File: config.mk
export PLATFORM = sky130hd
export DESIGN_NAME = iq_freq_shift_phase_flip_modulator
export DESIGN_NICKNAME = d
export VERILOG_FILES = /design/src/rtl/core/ifspf_pkg.sv /design/src/rtl/core/iq_freq_shift_phase_flip_modulator.sv
export SDC_FILE = /design/constraint.sdc
export NUM_CORES = 2
export LEC_CHECK = 0
export BUFFER_PORTS_ARGS = -buffer_cell sky130_fd_sc_hd__buf_4
export CORE_ASPECT_RATIO = 0.7
export CORE_MARGIN = 3
export CORE_UTILIZATION = 56
export CTS_CLUSTER_DIAMETER = 30
export DETAILED_ROUTE_END_ITERATION = 7
export HOLD_SLACK_MARGIN = 0.12
export PLACE_DENSITY = 0.69
export SLEW_MARGIN = 20
export SYNTH_ARGS = -nofsm -noshare
export SYNTH_HDL_FRONTEND = slang
export SYNTH_SLANG_ARGS = --single-unit
File: constraint.sdc
create_clock -name clk -period 10.5 [get_ports clk]
set_clock_uncertainty 0.2 [all_clocks]
set_input_delay 0.525 -clock clk [delete_from_list [all_inputs] [get_ports clk]]
set_output_delay 0.525 -clock clk [all_outputs]
set_load 0.03 [all_outputs]
File: src/rtl/core/ifspf_pkg.sv
// Package: payload types, widths and register and mode codes of the I/Q mixer.
package ifspf_pkg;

    // Sample and result widths fixed by the payload structs.
    localparam int DATA_W     = 16;
    localparam int OUT_W      = 32;
    localparam int PROD_W     = 2 * DATA_W;
    localparam int SUM_W      = PROD_W + 1;

    // Configuration port geometry.
    localparam int PERIOD_W   = 16;
    localparam int MODE_W     = 3;
    localparam int CFG_IDX_W  = 2;
    localparam int CFG_DATA_W = 16;

    // Register indexes.
    localparam logic [CFG_IDX_W-1:0] REG_FLIP_PERIOD = 2'd0;
    localparam logic [CFG_IDX_W-1:0] REG_OUTPUT_MODE = 2'd1;

    // Output mode codes; all other codes give zero.
    localparam logic [MODE_W-1:0] MODE_PASS       = 3'd0;
    localparam logic [MODE_W-1:0] MODE_FLIP       = 3'd1;
    localparam logic [MODE_W-1:0] MODE_SHIFT      = 3'd2;
    localparam logic [MODE_W-1:0] MODE_SHIFT_FLIP = 3'd3;

    // One input request: the sample and the oscillator value.
    typedef struct packed {
        logic signed [DATA_W-1:0] in_i;
        logic signed [DATA_W-1:0] in_q;
        logic signed [DATA_W-1:0] ref_i;
        logic signed [DATA_W-1:0] ref_q;
    } in_t;

    // One result request.
    typedef struct packed {
        logic signed [OUT_W-1:0] out_i;
        logic signed [OUT_W-1:0] out_q;
    } out_t;

endpackage

File: src/rtl/core/iq_freq_shift_phase_flip_modulator.sv
// Top level: complex mixer with a periodic sign flip, two register stages.
// A request passes through the input register and then the result register to the output.
// Throughput: one request per cycle, with the four 16x16 products, an add and a subtract
// between the input and result registers; a held result stalls the input once both are full.
// Reset (rst_n low, asynchronous) clears both valid flags, the sample counter, the sign
// flag and both configuration registers.
module iq_freq_shift_phase_flip_modulator #(
    parameter int COUNT_W = 16
) (
    input  logic                               clk,
    input  logic                               rst_n,
    input  logic                               cfg_we,
    input  logic [ifspf_pkg::CFG_IDX_W-1:0]    cfg_index,
    input  logic [ifspf_pkg::CFG_DATA_W-1:0]   cfg_data,
    input  logic                               in_valid,
    output logic                               in_stall,
    input  ifspf_pkg::in_t                     in_data,
    output logic                               out_valid,
    input  logic                               out_stall,
    output ifspf_pkg::out_t                    out_data
);
    import ifspf_pkg::*;

    localparam int CMP_W = (COUNT_W > PERIOD_W) ? COUNT_W : PERIOD_W;

    logic [PERIOD_W-1:0]     flip_period_reg;
    logic [MODE_W-1:0]       output_mode_reg;
    logic [COUNT_W-1:0]      count_reg;
    logic [COUNT_W-1:0]      count_next;
    logic                    flag_reg;
    logic                    flag_next;

    logic                    s1_valid_reg;
    in_t                     s1_data_reg;
    logic                    s1_flag_reg;
    logic                    s2_valid_reg;
    out_t                    s2_data_reg;
    out_t                    s2_data_next;

    logic                    in_acc;
    logic                    en1;
    logic                    en2;
    logic                    period_hit;

    logic signed [PROD_W-1:0] p_iq;
    logic signed [PROD_W-1:0] p_qi;
    logic signed [PROD_W-1:0] p_ii;
    logic signed [PROD_W-1:0] p_qq;
    logic signed [SUM_W-1:0]  shift_i;
    logic signed [SUM_W-1:0]  shift_q;
    logic signed [OUT_W-1:0]  pass_i;
    logic signed [OUT_W-1:0]  pass_q;
    logic signed [OUT_W-1:0]  mix_i;
    logic signed [OUT_W-1:0]  mix_q;

    // Pipeline advance: the result register frees when empty or being taken.
    assign en2      = !s2_valid_reg || !out_stall;
    assign en1      = !s1_valid_reg || en2;
    assign in_stall = !en1;
    assign in_acc   = in_valid && en1;

    // Configuration registers; writes to unknown indexes are dropped.
    always_ff @(posedge clk or negedge rst_n)
    begin
        if (!rst_n)
        begin
            flip_period_reg <= '0;
            output_mode_reg <= '0;
        end
        else if (cfg_we)
        begin
            case (cfg_index)
                REG_FLIP_PERIOD: flip_period_reg <= cfg_data[PERIOD_W-1:0];
                REG_OUTPUT_MODE: output_mode_reg <= cfg_data[MODE_W-1:0];
                default:         ;
            endcase
        end
    end

    // Sample counter and sign flag; the period is compared zero-extended.
    always_comb
    begin
        period_hit = (CMP_W'(count_reg) == CMP_W'(flip_period_reg));
        if (period_hit)
        begin
            count_next = '0;
            flag_next  = !flag_reg;
        end
        else
        begin
            count_next = count_reg + COUNT_W'(1);
            flag_next  = flag_reg;
        end
    end

    always_ff @(posedge clk or negedge rst_n)
    begin
        if (!rst_n)
        begin
            count_reg <= '0;
            flag_reg  <= 1'b0;
        end
        else if (in_acc)
        begin
            count_reg <= count_next;
            flag_reg  <= flag_next;
        end
    end

    // Valid flags of the two stages.
    always_ff @(posedge clk or negedge rst_n)
    begin
        if (!rst_n)
        begin
            s1_valid_reg <= 1'b0;
            s2_valid_reg <= 1'b0;
        end
        else
        begin
            if (en1)
            begin
                s1_valid_reg <= in_valid;
            end
            if (en2)
            begin
                s2_valid_reg <= s1_valid_reg;
            end
        end
    end

    // Input register holds the sample and the flag as updated by this sample.
    always_ff @(posedge clk)
    begin
        if (in_acc)
        begin
            s1_data_reg <= in_data;
            s1_flag_reg <= flag_next;
        end
    end

    // Complex product and mode selection.
    always_comb
    begin
        p_iq    = s1_data_reg.in_i * s1_data_reg.ref_q;
        p_qi    = s1_data_reg.in_q * s1_data_reg.ref_i;
        p_ii    = s1_data_reg.in_i * s1_data_reg.ref_i;
        p_qq    = s1_data_reg.in_q * s1_data_reg.ref_q;
        shift_i = SUM_W'(p_iq) - SUM_W'(p_qi);
        shift_q = SUM_W'(p_ii) + SUM_W'(p_qq);
        pass_i  = OUT_W'(s1_data_reg.in_i);
        pass_q  = OUT_W'(s1_data_reg.in_q);
        mix_i   = OUT_W'(shift_i);
        mix_q   = OUT_W'(shift_q);

        case (output_mode_reg)
            MODE_PASS:
            begin
                s2_data_next.out_i = pass_i;
                s2_data_next.out_q = pass_q;
            end
            MODE_FLIP:
            begin
                s2_data_next.out_i = s1_flag_reg ? pass_i : ('0 - pass_i);
                s2_data_next.out_q = s1_flag_reg ? pass_q : ('0 - pass_q);
            end
            MODE_SHIFT:
            begin
                s2_data_next.out_i = mix_i;
                s2_data_next.out_q = mix_q;
            end
            MODE_SHIFT_FLIP:
            begin
                s2_data_next.out_i = s1_flag_reg ? mix_i : ('0 - mix_i);
                s2_data_next.out_q = s1_flag_reg ? mix_q : ('0 - mix_q);
            end
            default:
            begin
                s2_data_next.out_i = '0;
                s2_data_next.out_q = '0;
            end
        endcase
    end

    // Result register.
    always_ff @(posedge clk)
    begin
        if (en2 && s1_valid_reg)
        begin
            s2_data_reg <= s2_data_next;
        end
    end

    assign out_valid = s2_valid_reg;
    assign out_data  = s2_data_reg;

endmodule

==> flow_summary.json <==
{
  "status": "complete, no violations",
  "area_growth_pct": 7.86,
  "synth_area_leaders": "fa_1 47%, inv_1 10%, ha_1 8.0%",
  "pin_count": 153,
  "cp.arrival_ns": 9.74,
  "grt_pass1_vias": 37500,
  "synthCells": 5182,
  "detail_route.first_pass.iterations": 6,
  "synth.ff_latch_count": 167,
  "hold_class": "primary input to flop",
  "cts-buffers-inserted": 17,
  "start_util_pct": 56.6,
  "grt_max_degree": 65,
  "min_period_over_period_pct": 92.3,
  "seq_area_frac_synth_pct": 9.85,
  "layout.nets": 6814,
  "ant_nets": 0,
  "syn-cell-area_um2": 49000,
  "yosys.area.top_type_share_pct": 47.0,
  "drt_iter0_markers": 2726,
  "finalHoldViolations": 0,
  "clockRootBuffer": "clkbuf_16",
  "clk_pin_slew_worst_paths_ns": 0.09,
  "clk_latency_ns": 0.55,
  "placed_cells": 6313,
  "rsz0062_at_grt": "false",
  "antenna_found_initial": 1,
  "die_w_um": 360,
  "final.setup.tns_ns": 0,
  "largest_reg_flops": 64,
  "post_cts_resized": 0,
  "postCtsHoldBufs": 84,
  "diodes": 0,
  "synth_edf_count": 129,
  "cp_data_required_time_ns": 10.55,
  "gr-total-overflow": 0,
  "cts_tree": "yes",
  "synth_warnings": 0,
  "worstSetupPathType": "flop to flop",
  "fin_crit_ns": 9.69,
  "postSynthAreaPerCell_um2": 9.45,
  "dpl.hpwl_um": 110000,
  "drt-total-wl_um": 132000,
  "cts_setup_buffers": 0,
  "synth.top_cells.by_count": "1330 x inv_1, 1149 x fa_1, 602 x nand2_1",
  "yosysTopAreaCell": "fa_1",
  "port_buffers": 152,
  "grt.total_usage_pct": 30.5,
  "drc": 0,
  "avgViaCountPerCell": 5.38,
  "grt_first_pass_wirelength_um": 214000,
  "final-instance-count-excl-fill": 6429,
  "clock-sinks": 167,
  "slew_headroom_pct": 19.9,
  "dieArea_um2": 91100,
  "endpoint_kind": "flop",
  "drive_gt1_share_pct": 6.46,
  "fp.dieH_um": 253,
  "critPathLaunchType": "flop",
  "htree_levels": 4,
  "wl_per_cell_um": 20.5,
  "yosysUniqueCellTypes": 77,
  "slew_violations": 0,
  "vias": 34600,
  "place.gp.congestion": 0.924,
  "async_flop_share_pct": 22.8,
  "setup_viol": 0,
  "max_cap_viol_count": 0,
  "core_um2": 86500,
  "synthFlopType": "edfxtp_1",
  "fp-row-count": 90,
  "cp_max_fo": 21,
  "synth_nets": 6730,
  "tightest_slew_ns": 1.20,
  "synth.most_common_cell": "inv_1",
  "max_freq_ghz": 0.103,
  "cts_max_path_buffers": 2
}
## placed cells by master, fill, tap and decap left out, drive strengths merged, types with 5 or more instances in the layout
master / instances
o22ai: 7
nand3b: 9
a21oi: 69
a41oi: 5
nor3b: 8
nand4: 17
a211oi: 30
dfrtp: 38
a311oi: 6
o21ai: 104
o211ai: 7
nand3: 30
ha: 312
or3: 15
edfxtp: 129
fa: 1149
o31ai: 19
o21a: 12
buf: 253
o2111ai: 6
dlygate4sd3: 84
nor2: 110
nand2b: 35
xnor2: 137
mux2: 20
clkinv: 5
a31oi: 18
nand2: 602
xor2: 70
and2: 439
nor3: 26
nor4: 9
nor2b: 40
a21o: 27
inv: 1340
clkbuf: 17
a21boi: 5
or2: 6
and3: 17
## per-layer routing
layer / share of wire (%) / GRT usage [%] / up-vias
met1: 44 / 44.8 / 17700
met2: 43 / 45.4 / 1433
met5: 0 / 0 / -
met3: 11 / 8.69 / 144
li1: - / - / 15300
met4: 1.9 / 6.45 / 0
## area by class of cell
class / count / area (um^2)
inverters: 1330 / 4990
fillers: 7287 / 33600
flip-flops and latches: 167 / 4830
well taps: 1150 / 1440
multi-input cells: 3413 / 38200
clock buffers: 17 / 425
clock inverters: 15 / 240
repair buffers: 337 / 2740
## critical path, cell delays in order, from the launching register on
cell and delay, ns:
edfxtp_1 1.03, buf_4 0.34, nand2_1 0.11, inv_1 0.18
fa_1 0.45, fa_1 0.54, fa_1 0.48, inv_1 0.44
fa_1 0.51, inv_1 0.09, fa_1 0.44, fa_1 0.50
fa_1 0.49, inv_1 0.05, fa_1 0.52, inv_1 0.06
ha_1 0.35, a21o_1 0.22, a21o_1 0.19, a211oi_1 0.26
o21ai_0 0.19, a21o_1 0.22, a211oi_1 0.41, nand2_1 0.16
nor4_1 0.48, and3_1 0.26, a2111o_1 0.13, nand4_1 0.08
## worst paths after layout
check / slack (ns) / end / start / cells after the start
hold / removal: 0.26 / flip_period_reg[12] / cfg_index[1] / 3
min in group asynchronous: 0.31 / flip_period_reg[6] / rst_n / 2
setup reg to reg: 0.81 / out_data[31] / pass_i[15] / 27
setup / recovery: 0.81 / out_data[31] / pass_i[15] / 27
max in group asynchronous: 9.40 / output_mode_reg[1] / rst_n / 2
hold reg to reg: 0.28 / out_valid / s1_valid_reg / 1
## per-stage QoR
stage          area, um^2  setup slack, ns  utilization [%]  hold WS, ns
2_1_floorplan       49000             1.96                -       0.0294
3_3_place_gp        51300             1.11             59.3        0.265
3_5_place_dp        51300            0.913             59.4        0.268
4_1_cts             52800            0.888             61.1        0.232
5_1_grt             52800            0.222             61.1        0.254
6_report            52800            0.813             61.1        0.262
## cells by family after synthesis
group / count (synthesis) / synth area share (%)
xor+xnor: 207 / 3.70
compound gates: 344 / 4.64
mux: 25 / 0.613
simple gates: 1376 / 14.0
fa+ha+maj: 1461 / 54.9
flops: 167 / 9.85
buf+inv: 1602 / 12.3
Power is left out: the tool's default activity adds up to more than one toggle a clock period on the data nets, which glitch-free logic cannot reach.
